## config.mk

```make
export PLATFORM = sky130hd
export DESIGN_NAME = encoder_led_ring_messenger_core
export DESIGN_NICKNAME = d
export VERILOG_FILES = /design/src/design/elrm_pkg.sv /design/src/design/encoder_led_ring_messenger_core.sv /design/src/design/elrm_level_div.sv
export SDC_FILE = /design/constraint.sdc
export NUM_CORES = 1
export LEC_CHECK = 0
export BUFFER_PORTS_ARGS = -buffer_cell sky130_fd_sc_hd__buf_4
export CAP_MARGIN = 20
export CELL_PAD_IN_SITES_DETAIL_PLACEMENT = 2
export CELL_PAD_IN_SITES_GLOBAL_PLACEMENT = 2
export CORE_UTILIZATION = 41
export DETAILED_ROUTE_END_ITERATION = 16
export PLACE_DENSITY_LB_ADDON = 0.1
export SLEW_MARGIN = 20
export SYNTH_ARGS = -nofsm -noshare
export SYNTH_HDL_FRONTEND = slang
export SYNTH_HIERARCHICAL = 1
export SYNTH_SLANG_ARGS = --single-unit
```

## constraint.sdc

```tcl
create_clock -name clock -period 9.3 [get_ports clock]
set_input_delay 0.465 -clock clock [delete_from_list [all_inputs] [get_ports clock]]
set_output_delay 0.465 -clock clock [all_outputs]
set_load 0.01 [all_outputs]
```

## src/design/elrm_pkg.sv

```systemverilog
package elrm_pkg;

   // Knob position wraps at a power of two equal to the step range, so the
   // wrap is plain modular arithmetic on POS_W bits.
   localparam int POSITION_STEPS = 32;
   localparam int POS_W          = $clog2(POSITION_STEPS);

   localparam int VALUE_W    = 16;
   localparam int STEP_W     = 5;
   localparam int LED_W      = 4;
   localparam int QUO_W      = 4;
   localparam int DIVIDEND_W = VALUE_W + 4;
   localparam int CSR_DATA_W = 16;

   localparam logic [VALUE_W-1:0] DEFAULT_MAX = 16'd127;
   localparam logic [LED_W-1:0]   LED_FULL    = 4'd11;
   localparam logic [LED_W-1:0]   LED_HALF    = 4'd6;
   localparam logic [7:0]         MSG_B0_BASE = 8'h40;
   localparam logic [7:0]         MSG_B1_BASE = 8'h30;
   localparam logic [7:0]         MSG_B2      = 8'hB0;
   localparam logic [7:0]         MSG_B3      = 8'h20;

   typedef enum logic [1:0] {
      CSR_MIN_VALUE,
      CSR_MAX_VALUE,
      CSR_RING_MODE,
      CSR_CONTROL_INDEX
   } csr_index_type;

   typedef enum logic [1:0] {
      MODE_DOT,
      MODE_BOOST_CUT,
      MODE_WRAP,
      MODE_SPREAD
   } ring_mode_type;

   typedef enum logic [2:0] {
      ST_IDLE,
      ST_UPDATE,
      ST_SCALE,
      ST_DIVIDE,
      ST_EMIT_FIRST,
      ST_EMIT_SECOND
   } state_type;

   // LEDs to send for one tick, in send order
   typedef struct packed {
      logic [1:0]       count;
      logic [LED_W-1:0] led_a;
      logic [LED_W-1:0] led_b;
   } plan_type;

   function automatic plan_type ring_plan(ring_mode_type mode, logic [LED_W-1:0] lvl,
                                          logic upper);
      plan_type p;
      p.count = 2'd0;
      p.led_a = lvl;
      p.led_b = lvl;
      unique case (mode)
         MODE_DOT: begin
            p.count = 2'd1;
         end
         MODE_BOOST_CUT: begin
            if (upper) begin
               if (lvl > LED_HALF) begin
                  p.count = 2'd2;
                  p.led_a = lvl - 4'd1;
               end else if (lvl == LED_HALF) begin
                  p.count = 2'd1;
               end
            end else begin
               // below center: one LED above the level, sent first
               if (lvl < 4'd5) begin
                  p.count = 2'd2;
                  p.led_a = lvl + 4'd1;
               end else begin
                  p.count = 2'd1;
               end
            end
         end
         MODE_WRAP: begin
            p.count = 2'd2;
            p.led_a = lvl - 4'd1;
         end
         MODE_SPREAD: begin
            if (upper) begin
               if (lvl > LED_HALF) begin
                  p.count = 2'd2;
                  p.led_a = lvl - 4'd6;
                  p.led_b = lvl - 4'd5;
               end else if (lvl == LED_HALF) begin
                  p.count = 2'd1;
                  p.led_a = 4'd1;
               end
            end else begin
               if (lvl < LED_HALF) begin
                  p.count = 2'd2;
                  p.led_a = 4'd6 - lvl;
                  p.led_b = 4'd7 - lvl;
               end else if (lvl == LED_HALF) begin
                  p.count = 2'd1;
                  p.led_a = 4'd1;
               end
            end
         end
         default: begin
            p.count = 2'd0;
         end
      endcase
      return p;
   endfunction

   function automatic logic [31:0] ring_message(logic [1:0] mode, logic [3:0] index,
                                                logic [LED_W-1:0] led);
      logic [7:0] b0;
      logic [7:0] b1;
      b0 = MSG_B0_BASE | {2'b00, mode, 4'h0} | {4'h0, led};
      b1 = MSG_B1_BASE | {4'h0, index};
      return {b0, b1, MSG_B2, MSG_B3};
   endfunction

endpackage

```

## src/design/encoder_led_ring_messenger_core.sv

```systemverilog
// A request passes through the update, scale and divide states before the first result;
// no new request is taken until the last result of the tick has been taken, so a stall
// on the result side holds the flow. The 4-step compare-subtract divider forms the
// LED level.
// Reset: synchronous, active high; knob position and value clear to zero,
// registers return to min 0, max 127, dot mode, control index 0.
module encoder_led_ring_messenger_core (
   input  logic                               clock,
   input  logic                               reset,
   input  logic                               req_valid,
   output logic                               req_ready,
   input  logic                               req_direction,
   input  logic [elrm_pkg::STEP_W-1:0]        req_step,
   output logic                               rsp_valid,
   input  logic                               rsp_ready,
   output logic [4:0]                         rsp_position,
   output logic [elrm_pkg::VALUE_W-1:0]       rsp_knob_value,
   output logic [31:0]                        rsp_ring_message,
   output logic                               rsp_message_valid,
   output logic                               rsp_last,
   input  logic                               csr_valid,
   output logic                               csr_ready,
   input  logic [1:0]                         csr_index,
   input  logic [elrm_pkg::CSR_DATA_W-1:0]    csr_wdata
);
   import elrm_pkg::*;

   state_type             state_ff, state_in;
   logic [VALUE_W-1:0]    min_ff, max_ff;
   logic [1:0]            mode_ff;
   logic [3:0]            index_ff;
   logic [POS_W-1:0]      pos_ff, pos_in;
   logic [VALUE_W-1:0]    value_ff, value_in;
   logic                  dir_ff;
   logic [STEP_W-1:0]     step_ff;
   logic                  sat_ff, upper_ff;
   plan_type              plan_ff;

   logic [VALUE_W-1:0]    max_eff;
   logic [VALUE_W:0]      floor_sum, up_sum;
   logic [DIVIDEND_W-1:0] scaled;
   logic                  div_start, div_done;
   logic [QUO_W-1:0]      quotient;
   logic [LED_W-1:0]      level;
   logic                  req_take, rsp_take;

   assign max_eff   = (max_ff == '0) ? DEFAULT_MAX : max_ff;
   assign req_take  = req_valid && req_ready;
   assign rsp_take  = rsp_valid && rsp_ready;
   assign csr_ready = 1'b1;

   // value and position update
   assign floor_sum = {1'b0, min_ff} + {{(VALUE_W+1-STEP_W){1'b0}}, step_ff};
   assign up_sum    = {1'b0, value_ff} + {{(VALUE_W+1-STEP_W){1'b0}}, step_ff};

   always_comb begin
      pos_in   = pos_ff;
      value_in = value_ff;
      if (state_ff == ST_UPDATE) begin
         if (dir_ff) begin
            pos_in = pos_ff - POS_W'(step_ff);
            // compare value - step < min without wrap, using one extra bit
            if ({1'b0, value_ff} < floor_sum) begin
               value_in = '0;
            end else begin
               value_in = value_ff - VALUE_W'(step_ff);
            end
         end else begin
            pos_in = pos_ff + POS_W'(step_ff);
            if (up_sum > {1'b0, max_eff}) begin
               value_in = max_eff;
            end else begin
               value_in = up_sum[VALUE_W-1:0];
            end
         end
      end
   end

   // 11 * value
   assign scaled = {1'b0, value_ff, 3'b000} + {3'b000, value_ff, 1'b0}
                 + {4'b0000, value_ff};

   elrm_level_div u_div (
      .clock    (clock),
      .reset    (reset),
      .start    (div_start),
      .dividend (scaled),
      .divisor  (max_eff),
      .done     (div_done),
      .quotient (quotient)
   );

   // value at or above max saturates the level; divider result is unused then
   always_comb begin
      if (sat_ff) begin
         level = LED_FULL;
      end else if (quotient == '0) begin
         level = 4'd1;
      end else begin
         level = quotient;
      end
   end

   // next state
   always_comb begin
      state_in = state_ff;
      unique case (state_ff)
         ST_IDLE: begin
            if (req_take) state_in = ST_UPDATE;
         end
         ST_UPDATE: begin
            state_in = ST_SCALE;
         end
         ST_SCALE: begin
            state_in = ST_DIVIDE;
         end
         ST_DIVIDE: begin
            if (div_done) state_in = ST_EMIT_FIRST;
         end
         ST_EMIT_FIRST: begin
            if (rsp_take) state_in = (plan_ff.count == 2'd2) ? ST_EMIT_SECOND : ST_IDLE;
         end
         ST_EMIT_SECOND: begin
            if (rsp_take) state_in = ST_IDLE;
         end
         default: begin
            state_in = ST_IDLE;
         end
      endcase
   end

   // outputs
   always_comb begin
      req_ready         = 1'b0;
      div_start         = 1'b0;
      rsp_valid         = 1'b0;
      rsp_last          = 1'b0;
      rsp_message_valid = 1'b0;
      rsp_ring_message  = '0;
      unique case (state_ff)
         ST_IDLE: begin
            req_ready = 1'b1;
         end
         ST_SCALE: begin
            div_start = 1'b1;
         end
         ST_EMIT_FIRST: begin
            rsp_valid         = 1'b1;
            rsp_last          = (plan_ff.count != 2'd2);
            rsp_message_valid = (plan_ff.count != 2'd0);
            if (plan_ff.count != 2'd0) begin
               rsp_ring_message = ring_message(mode_ff, index_ff, plan_ff.led_a);
            end
         end
         ST_EMIT_SECOND: begin
            rsp_valid         = 1'b1;
            rsp_last          = 1'b1;
            rsp_message_valid = 1'b1;
            rsp_ring_message  = ring_message(mode_ff, index_ff, plan_ff.led_b);
         end
         default: begin
            req_ready = 1'b0;
         end
      endcase
   end

   assign rsp_position   = 5'(pos_ff);
   assign rsp_knob_value = value_ff;

   always_ff @(posedge clock) begin
      if (reset) begin
         state_ff <= ST_IDLE;
         min_ff   <= '0;
         max_ff   <= DEFAULT_MAX;
         mode_ff  <= MODE_DOT;
         index_ff <= '0;
         pos_ff   <= '0;
         value_ff <= '0;
      end else begin
         state_ff <= state_in;
         pos_ff   <= pos_in;
         value_ff <= value_in;
         if (csr_valid && csr_ready) begin
            unique case (csr_index_type'(csr_index))
               CSR_MIN_VALUE:     min_ff   <= csr_wdata[VALUE_W-1:0];
               CSR_MAX_VALUE:     max_ff   <= csr_wdata[VALUE_W-1:0];
               CSR_RING_MODE:     mode_ff  <= csr_wdata[1:0];
               CSR_CONTROL_INDEX: index_ff <= csr_wdata[3:0];
               default:           mode_ff  <= mode_ff;
            endcase
         end
      end
      if (req_take) begin
         dir_ff  <= req_direction;
         step_ff <= req_step;
      end
      if (state_ff == ST_SCALE) begin
         sat_ff   <= (value_ff >= max_eff);
         upper_ff <= ({1'b0, value_ff, 1'b0} >= {2'b00, max_eff});
      end
      if (state_ff == ST_DIVIDE && div_done) begin
         plan_ff <= ring_plan(ring_mode_type'(mode_ff), level, upper_ff);
      end
   end

   a_busy_after_request: assert property (@(posedge clock) disable iff (reset)
      req_take |=> !req_ready)
      else $error("request taken while a tick is in progress");

   a_done_in_divide: assert property (@(posedge clock) disable iff (reset)
      div_done |-> state_ff == ST_DIVIDE)
      else $error("divider finished outside the divide step");

   a_second_needs_two: assert property (@(posedge clock) disable iff (reset)
      state_ff == ST_EMIT_SECOND |-> plan_ff.count == 2'd2)
      else $error("second message without a two-message plan");

   a_empty_is_last: assert property (@(posedge clock) disable iff (reset)
      (rsp_valid && !rsp_message_valid) |-> (rsp_last && rsp_ring_message == '0))
      else $error("empty result not final");

   a_led_in_range: assert property (@(posedge clock) disable iff (reset)
      (rsp_valid && rsp_message_valid) |-> rsp_ring_message[27:24] <= LED_FULL)
      else $error("LED index out of range");

endmodule

```

## src/design/elrm_level_div.sv

```systemverilog
module elrm_level_div (
   input  logic                               clock,
   input  logic                               reset,
   input  logic                               start,
   input  logic [elrm_pkg::DIVIDEND_W-1:0]    dividend,
   input  logic [elrm_pkg::VALUE_W-1:0]       divisor,
   output logic                               done,
   output logic [elrm_pkg::QUO_W-1:0]         quotient
);
   import elrm_pkg::*;

   localparam int BIT_W = $clog2(QUO_W);

   // Restoring division, one quotient bit per cycle, MSB first.
   // Caller guarantees dividend < 2**QUO_W * divisor.
   logic [DIVIDEND_W-1:0]    rem_ff, rem_in;
   logic [VALUE_W-1:0]       div_ff, div_in;
   logic [QUO_W-1:0]         quo_ff, quo_in;
   logic [BIT_W-1:0]         bit_ff, bit_in;
   logic                     busy_ff, busy_in;
   logic                     done_ff, done_in;
   logic [DIVIDEND_W-1:0]    shifted;

   assign shifted = {{(DIVIDEND_W-VALUE_W){1'b0}}, div_ff} << bit_ff;

   always_comb begin
      rem_in  = rem_ff;
      div_in  = div_ff;
      quo_in  = quo_ff;
      bit_in  = bit_ff;
      busy_in = busy_ff;
      done_in = 1'b0;
      if (start) begin
         rem_in  = dividend;
         div_in  = divisor;
         quo_in  = '0;
         bit_in  = BIT_W'(QUO_W - 1);
         busy_in = 1'b1;
      end else if (busy_ff) begin
         if (rem_ff >= shifted) begin
            rem_in = rem_ff - shifted;
            quo_in = quo_ff | (QUO_W'(1) << bit_ff);
         end
         if (bit_ff == '0) begin
            busy_in = 1'b0;
            done_in = 1'b1;
         end else begin
            bit_in = bit_ff - 1'b1;
         end
      end
   end

   always_ff @(posedge clock) begin
      if (reset) begin
         busy_ff <= 1'b0;
         done_ff <= 1'b0;
      end else begin
         busy_ff <= busy_in;
         done_ff <= done_in;
      end
      rem_ff <= rem_in;
      div_ff <= div_in;
      quo_ff <= quo_in;
      bit_ff <= bit_in;
   end

   assign done     = done_ff;
   assign quotient = quo_ff;

endmodule

```

# Word-level counts from Yosys, hierarchy flattened
# Cells that the tools add are included.
[classes]
addsub = 15
multipliers = 0
n_div = 0
n_lt_le_gt_ge = 8
eq_ne = 18
n_shift = 2
n_mux = 42
bitwise = 5
reduce_logical = 22
[op_table]
columns = ["cell", "count"]
rows = [
  ["16-bit 2-to-1 mux", 4],
  ["31-bit case mux with 2 select lines", 1],
  ["20-bit 2-to-1 mux", 3],
  ["16-bit by 5-bit adder with 17-bit output", 2],
  ["31-bit 2-to-1 mux", 1],
  ["4-bit 2-to-1 mux", 7],
  ["19-bit by 17-bit adder with 20-bit output", 1],
  ["20-bit by 16-bit adder with 20-bit output", 1],
  ["20-bit greater-or-equal comparator", 1],
  ["16-bit by 2-bit left shift with 20-bit output", 1],
  ["20-bit subtractor", 1],
  ["6-bit 2-to-1 mux", 3],
  ["3-bit case mux with 6 select lines", 1],
  ["17-bit by 16-bit greater-or-equal comparator with 1-bit output", 1],
  ["17-bit by 16-bit > comparator with 1-bit output", 1],
  ["16-bit by 17-bit less-than comparator with 1-bit output", 1],
  ["16-bit greater-or-equal comparator", 1],
  ["16-bit zero test", 1],
  ["16-bit by 5-bit subtractor with 16-bit output", 1],
  ["3-bit 2-to-1 mux", 5],
  ["7-bit by 4-bit bitwise OR with 7-bit output", 2],
  ["2-bit AND reduction", 7],
  ["4-bit case mux with 3 select lines", 1],
  ["2-bit equality test, second input constant", 5],
  ["33 further kinds", 59],
]
[totals]
reg_bits = 124
latchBits = 0
ramBits = 0
romBits = 0
in_bits = 29
out_inout_bits = 58
mem_count = 0

# Logic depth before layout (Yosys ltp)
[depth]
depth_word = 8
mapped_depth = 17

# By module
# Netlist, hierarchy kept.
[by_module_without_submodules]
columns = ["mod", "instances", "cells_per_inst", "area_each_um2", "seq_area_each_um2"]
rows = [
  ["encoder_led_ring_messenger_core", 1, 1020, 8186.6, 1781.7],
  ["elrm_level_div", 1, 303, 3050.4, 1241.2],
]

# Least setup slack after synthesis
# Ideal clock, no wire load.
[synth_path]
kind = "flip-flop to flip-flop"
startpoint = "register u_div.bit_ff[1]"
endpoint = "register u_div.rem_ff[0] (enable)"
setup_ns = 0.425
arrival_time_ns = 4.090
path_slack_ns = 4.785
path_stages_with_launch = 14
path_buffers = 2
period_less_slack_ns = 4.515
cell_sequence = "dfxtp_1 -> buf_1 -> clkbuf_1 -> inv_1 -> and3_1 -> ha_1 -> inv_1 -> fa_1 -> a21o_1 -> a21oi_1 -> o22ai_1 -> o21a_1 -> nor2_1 -> o21ai_0"
[synth_between]
elab_chain_len = 4
[synth_rtl]
columns = ["element", "line_no", "rtl"]
rows = [
  ["from (decl)", "elrm_level_div.sv:19", "logic [BIT_W-1:0] bit_ff, bit_in;"],
  ["from (signal assigned)", "elrm_level_div.sv:64", "bit_ff <= bit_in;"],
  ["16-bit by 2-bit left shift with 20-bit output", "elrm_level_div.sv:24", "assign shifted = {{(DIVIDEND_W-VALUE_W){1'b0}}, div_ff} << bit_ff;"],
  ["20-bit greater-or-equal comparator", "elrm_level_div.sv:40", "if (rem_ff >= shifted) begin"],
  ["2-bit nonzero test (no line)", "n/a", ""],
  ["2-bit AND reduction (no line)", "n/a", ""],
  ["to (signal assigned)", "elrm_level_div.sv:61", "rem_ff <= rem_in;"],
  ["to (decl)", "elrm_level_div.sv:16", "logic [DIVIDEND_W-1:0] rem_ff, rem_in;"],
]
# No other way between the ends.
# A chain may end at the register's enable or synchronous reset.

# Worst setup path after layout
[layout_path]
startpoint = "register value_ff[1], in the netlist rsp_knob_value[1]"
endpoint = "register value_ff[0], in the netlist rsp_knob_value[0]"
[layout_between]
elab_chain_len = 4
[layout_rtl]
columns = ["element", "line_no", "rtl"]
rows = [
  ["from (decl)", "encoder_led_ring_messenger_core.sv:33", "logic [VALUE_W-1:0] value_ff, value_in;"],
  ["from (signal assigned)", "encoder_led_ring_messenger_core.sv:182", "value_ff <= value_in;"],
  ["16-bit by 5-bit adder with 17-bit output", "encoder_led_ring_messenger_core.sv:54", "assign up_sum = {1'b0, value_ff} + {{(VALUE_W+1-STEP_W){1'b0}}, step_ff};"],
  ["17-bit by 16-bit > comparator with 1-bit output", "encoder_led_ring_messenger_core.sv:70", "if (up_sum > {1'b0, max_eff}) begin"],
  ["16-bit 2-to-1 mux", "encoder_led_ring_messenger_core.sv:70", ""],
  ["16-bit 2-to-1 mux *", "encoder_led_ring_messenger_core.sv:60", "if (dir_ff) begin"],
]
# Mark *: on every way between the ends. The rest lies on a longest branch, timed or not.

==> impl_results.html <==
<table>
<tr><th>Metric</th><th>Value</th></tr>
<tr><th colspan="2">Run status</th></tr>
<tr><td>Result of the run</td><td>complete, no violations</td></tr>
<tr><th colspan="2">Cells and area</th></tr>
<tr><td>Count of nets after finishing</td><td>1530</td></tr>
<tr><td>Share of final-layout standard cells stronger than drive strength 1</td><td>12.3%</td></tr>
<tr><td>Multi-input combinational cell area</td><td>7580 um^2</td></tr>
<tr><td>Area occupied by registers</td><td>3020 um^2</td></tr>
<tr><td>Area growth from synthesis to layout</td><td>11.1%</td></tr>
<tr><td>N_diodes</td><td>0</td></tr>
<tr><td>Filler Cell Count</td><td>2970</td></tr>
<tr><td>Post-layout instance count excluding filler cells</td><td>1706</td></tr>
<tr><th colspan="2">Clock tree</th></tr>
<tr><td>Number of buffers on the longest clock path</td><td>2</td></tr>
<tr><td>Hold buffer count at cts</td><td>0</td></tr>
<tr><td>Post-cts resize count</td><td>0</td></tr>
<tr><td>Clock tree from TritonCTS</td><td>built</td></tr>
<tr><td>Count of buffers added by post-CTS timing repair for setup</td><td>0</td></tr>
<tr><td>Number of levels in the clock H-tree</td><td>4</td></tr>
<tr><td>Sink Count</td><td>124</td></tr>
<tr><td>Clock slew at reported path FFs</td><td>0.07 ns</td></tr>
<tr><td>Total clock buffers created by CTS</td><td>17</td></tr>
<tr><td>Clock latency on the worst-skew pair</td><td>0.44 ns</td></tr>
<tr><td>CTS root buf</td><td>sky130_fd_sc_hd__clkbuf_16</td></tr>
<tr><th colspan="2">STA</th></tr>
<tr><td>Worst clock skew</td><td>0.0247 ns</td></tr>
<tr><td>Endpoints failing hold</td><td>0</td></tr>
<tr><td>Max-slew violation count</td><td>0</td></tr>
<tr><td>Total negative slack</td><td>0 ns</td></tr>
<tr><td>Remaining max-slew budget at the tightest pin</td><td>33.8%</td></tr>
<tr><td>Slew @ Worst Pin</td><td>0.992 ns</td></tr>
<tr><td>Shortest period the worst path allows</td><td>4.99 ns</td></tr>
<tr><td>Ratio of final minimum period to clock period</td><td>53.6%</td></tr>
<tr><td>Setup repair after global routing missed its margin</td><td>false</td></tr>
<tr><td>Highest clock rate</td><td>201 MHz</td></tr>
<tr><td>Count of final setup violators</td><td>0</td></tr>
<tr><th colspan="2">Placed design</th></tr>
<tr><td>Final GP Congestion</td><td>0.834</td></tr>
<tr><td>Number of placed cells counting well taps</td><td>1674</td></tr>
<tr><td>IO buf count</td><td>70</td></tr>
<tr><td>Sum of net half-perimeters after detailed placement</td><td>29600 um</td></tr>
<tr><th colspan="2">Routing</th></tr>
<tr><td>Post-detailed-routing wire length</td><td>40100 um</td></tr>
<tr><td>Vias after detailed routing</td><td>10224</td></tr>
<tr><td>WL per Instance</td><td>23.5 um</td></tr>
<tr><td>Via count normalized by instance count</td><td>5.99</td></tr>
<tr><td>Number of DRC violations after detailed-routing iteration 0</td><td>609</td></tr>
<tr><td>Drt pass-1 iters</td><td>5</td></tr>
<tr><td>Detailed-route DRC error count</td><td>0</td></tr>
<tr><td>Final ANT Viol Nets</td><td>0</td></tr>
<tr><th colspan="2">Global routing</th></tr>
<tr><td>Global-route wire length before repair</td><td>63500 um</td></tr>
<tr><td>GR Util All Layers</td><td>29.3%</td></tr>
<tr><td>Via count of the first global-routing pass</td><td>11224</td></tr>
<tr><td>GR Overflow Total</td><td>0</td></tr>
<tr><td>Largest net degree at the start of global routing</td><td>66</td></tr>
<tr><td>Initial antenna violation count</td><td>0</td></tr>
<tr><th colspan="2">Yosys</th></tr>
<tr><td>Top_reg_cell synth</td><td>sky130_fd_sc_hd__dfxtp_1</td></tr>
<tr><td>Mapped cell area</td><td>11200 um^2</td></tr>
<tr><td>Synthesized flop and latch total</td><td>124</td></tr>
<tr><td>Synth top area cells</td><td>sky130_fd_sc_hd__ha_1 (14%), sky130_fd_sc_hd__edfxtp_1 (14%), sky130_fd_sc_hd__dfxtp_1 (12%)</td></tr>
<tr><td>Synthesized area per cell</td><td>8.49 um^2</td></tr>
<tr><td>Post-synth cell types</td><td>96</td></tr>
<tr><td>Most area-hungry cell type in the Yosys netlist</td><td>sky130_fd_sc_hd__ha_1</td></tr>
<tr><td>Asr flop ratio synth</td><td>0%</td></tr>
<tr><td>Number of flops mapped to enable cells by yosys</td><td>54</td></tr>
<tr><td>Yosys top cell area share</td><td>14.5%</td></tr>
<tr><td>Syn Inst Count</td><td>1323</td></tr>
<tr><td>Most used standard cell by instance count after synthesis</td><td>sky130_fd_sc_hd__nand2_1</td></tr>
<tr><td>Number of warnings reported in the yosys synthesis log</td><td>6</td></tr>
<tr><td>Register area share after synthesis</td><td>26.9%</td></tr>
<tr><td>Commonest cells in the netlist</td><td>sky130_fd_sc_hd__nand2_1 (161), sky130_fd_sc_hd__ha_1 (130), sky130_fd_sc_hd__a21oi_1 (109)</td></tr>
<tr><th colspan="2">Critical path</th></tr>
<tr><td>Kind of start point of the critical path</td><td>flop</td></tr>
<tr><td>Reg2Reg Launch Point</td><td>rsp_knob_value[1]$_SDFFE_PP0P_</td></tr>
<tr><td>Crit. Startpoint</td><td>rsp_knob_value[1]$_SDFFE_PP0P_</td></tr>
<tr><td>Worst setup path category</td><td>flop to flop</td></tr>
<tr><td>Max FO, Critical Path</td><td>11</td></tr>
<tr><td>CP Data Required Time</td><td>9.57 ns</td></tr>
<tr><td>Element type at the critical path end</td><td>flop</td></tr>
<tr><td>Data arrival time of the critical path</td><td>5.26 ns</td></tr>
<tr><th colspan="2">Floorplan</th></tr>
<tr><td>Number of standard-cell rows in the floorplan</td><td>60</td></tr>
<tr><td>IO Pins</td><td>87</td></tr>
<tr><td>Floorplan die area</td><td>28100 um^2</td></tr>
<tr><td>Die height</td><td>168 um</td></tr>
<tr><td>Initial standard-cell utilization of the core</td><td>41.7%</td></tr>
<tr><td>Total core area</td><td>27000 um^2</td></tr>
<tr><td>Die W</td><td>168 um</td></tr>
<tr><th colspan="2">Power</th></tr>
<tr><td>Worst IR Drop VDD</td><td>0.163 mV</td></tr>
<tr><td>Power per Cell Area</td><td>407 nW/um^2</td></tr>
<tr><td>Static power due to leakage</td><td>5.40 nW</td></tr>
<tr><th colspan="2">Job</th></tr>
<tr><td>Total of max-cap violations</td><td>0</td></tr>
<tr><th colspan="2">Worst hold path</th></tr>
<tr><td>Launch instance of the worst min-delay path</td><td>req_step[3]</td></tr>
<tr><td>Worst min path class</td><td>primary input to flop</td></tr>
</table>
critical path, cell delays in order, from the launching register on:
cell                       delay, ns
sky130_fd_sc_hd__dfxtp_1        0.73
sky130_fd_sc_hd__inv_1          0.19
sky130_fd_sc_hd__fa_1           0.48
sky130_fd_sc_hd__o21bai_1       0.31
sky130_fd_sc_hd__a221oi_4       0.15
sky130_fd_sc_hd__nor2_1         0.17
sky130_fd_sc_hd__nand4_1        0.13
sky130_fd_sc_hd__xnor2_1        0.21
sky130_fd_sc_hd__ha_1           0.32
sky130_fd_sc_hd__nand2_1        0.08
sky130_fd_sc_hd__nor4_1         0.44
sky130_fd_sc_hd__o31ai_1        0.20
sky130_fd_sc_hd__a21boi_1       0.72
sky130_fd_sc_hd__nor2_1         0.31
sky130_fd_sc_hd__o211ai_1       0.26
sky130_fd_sc_hd__a221oi_1       0.12
flip-flops by register name, indices dropped and copies added, names as in the netlist, 2 cells and up:
| signal | cells |
|---|---|
| index_ff | 4 |
| rsp_position | 5 |
| min_ff | 16 |
| max_ff | 16 |
| rsp_knob_value | 16 |
| u_div/rem_ff | 20 |
| mode_ff | 2 |
| u_div/quotient | 4 |
| plan_ff | 10 |
| u_div/div_ff | 16 |
| u_div/bit_ff | 2 |
| step_ff | 5 |
| state_ff | 3 |
kinds of logic (layout without fill, tap and decap cells):
kind of cell / count (synthesis) / count (layout) / share of synthesized area, %
multiplexers: 27 / 27 / 3.36
flip-flops: 124 / 124 / 26.9
AO/OA/AOI/OAI: 360 / 360 / 21.2
buffers and inverters: 157 / 185 / 6.26
other: 2 / 16 / 0.0668
AND/OR/NAND/NOR: 436 / 436 / 19.0
XOR/XNOR: 68 / 68 / 5.30
adder cells (fa/ha/maj): 149 / 149 / 17.9
where the power goes:
group	internal (W)	total, W	switching, W
logic	0.00131	0.00339	0.00208
registers	0.000793	0.00102	0.000225
clock network	0.000372	0.000669	0.000296
total	0.00247	0.00508	0.00260
final timing paths:
path	cells past startpoint	end	slack [ns]
max	15	rsp_knob_value[0]$_SDFFE_PP0P_	4.31
max reg2reg	15	rsp_knob_value[0]$_SDFFE_PP0P_	4.31
min reg2reg	2	rsp_position[3]$_SDFFE_PP0P_	0.50
min	1	step_ff[3]$_DFFE_PP_	0.20
layout make-up:
cell class	count	area share (%)
flip-flops and latches	124	24.2
clock inverters	15	1.09
multi-input cells	1056	60.7
clock buffers	17	3.41
repair buffers	85	5.11
inverters	68	2.04
well taps	341	3.42
metal layers:
metal	wire length (um)	track usage (%)	vias up	part of all wire (%)
met5	0	0	-	0
met4	1390	11.2	0	3.5
met3	1260	4.49	79	3.1
met2	20200	52.1	208	50
met1	17300	35.2	5131	43
li1	-	-	4806	-
placed cells by master, fill, tap and decap left out, types with 13 or more instances in the layout:
cell	synthesis	layout
sky130_fd_sc_hd__o21ai_0	72	71
sky130_fd_sc_hd__xor2_1	23	23
sky130_fd_sc_hd__xnor2_1	45	45
sky130_fd_sc_hd__nand2_1	161	161
sky130_fd_sc_hd__buf_4	25	85
sky130_fd_sc_hd__a211oi_1	13	13
sky130_fd_sc_hd__mux2i_1	13	13
sky130_fd_sc_hd__nand3b_1	14	14
sky130_fd_sc_hd__o211ai_1	13	13
sky130_fd_sc_hd__a21oi_1	109	109
sky130_fd_sc_hd__nand3_1	26	26
sky130_fd_sc_hd__nor3_1	21	21
sky130_fd_sc_hd__nand2b_1	15	15
sky130_fd_sc_hd__conb_1	2	16
sky130_fd_sc_hd__nor2_1	88	88
sky130_fd_sc_hd__and2_1	17	17
sky130_fd_sc_hd__inv_1	64	64
sky130_fd_sc_hd__fa_1	19	19
sky130_fd_sc_hd__edfxtp_1	54	54
sky130_fd_sc_hd__a21o_1	28	28
sky130_fd_sc_hd__nand4_1	19	19
sky130_fd_sc_hd__dfxtp_1	70	70
sky130_fd_sc_hd__ha_1	130	130
sky130_fd_sc_hd__clkbuf_16	0	17
metrics by stage:
stage / hold WS (ns) / power [W] / instance area (um^2) / setup slack [ns] / util, %
floorplan: 0.441 / 0.00335 / 11300 / 4.78 / -
global placement: 0.472 / 0.00420 / 11900 / 4.76 / 44.2
detailed placement: 0.484 / 0.00434 / 11900 / 4.47 / 44.2
CTS: 0.182 / 0.00509 / 12500 / 4.35 / 46.3
global route: 0.184 / 0.00549 / 12500 / 3.99 / 46.3
finish: 0.199 / 0.00508 / 12500 / 4.31 / 46.3
Power figures use the tool's default switching activity.
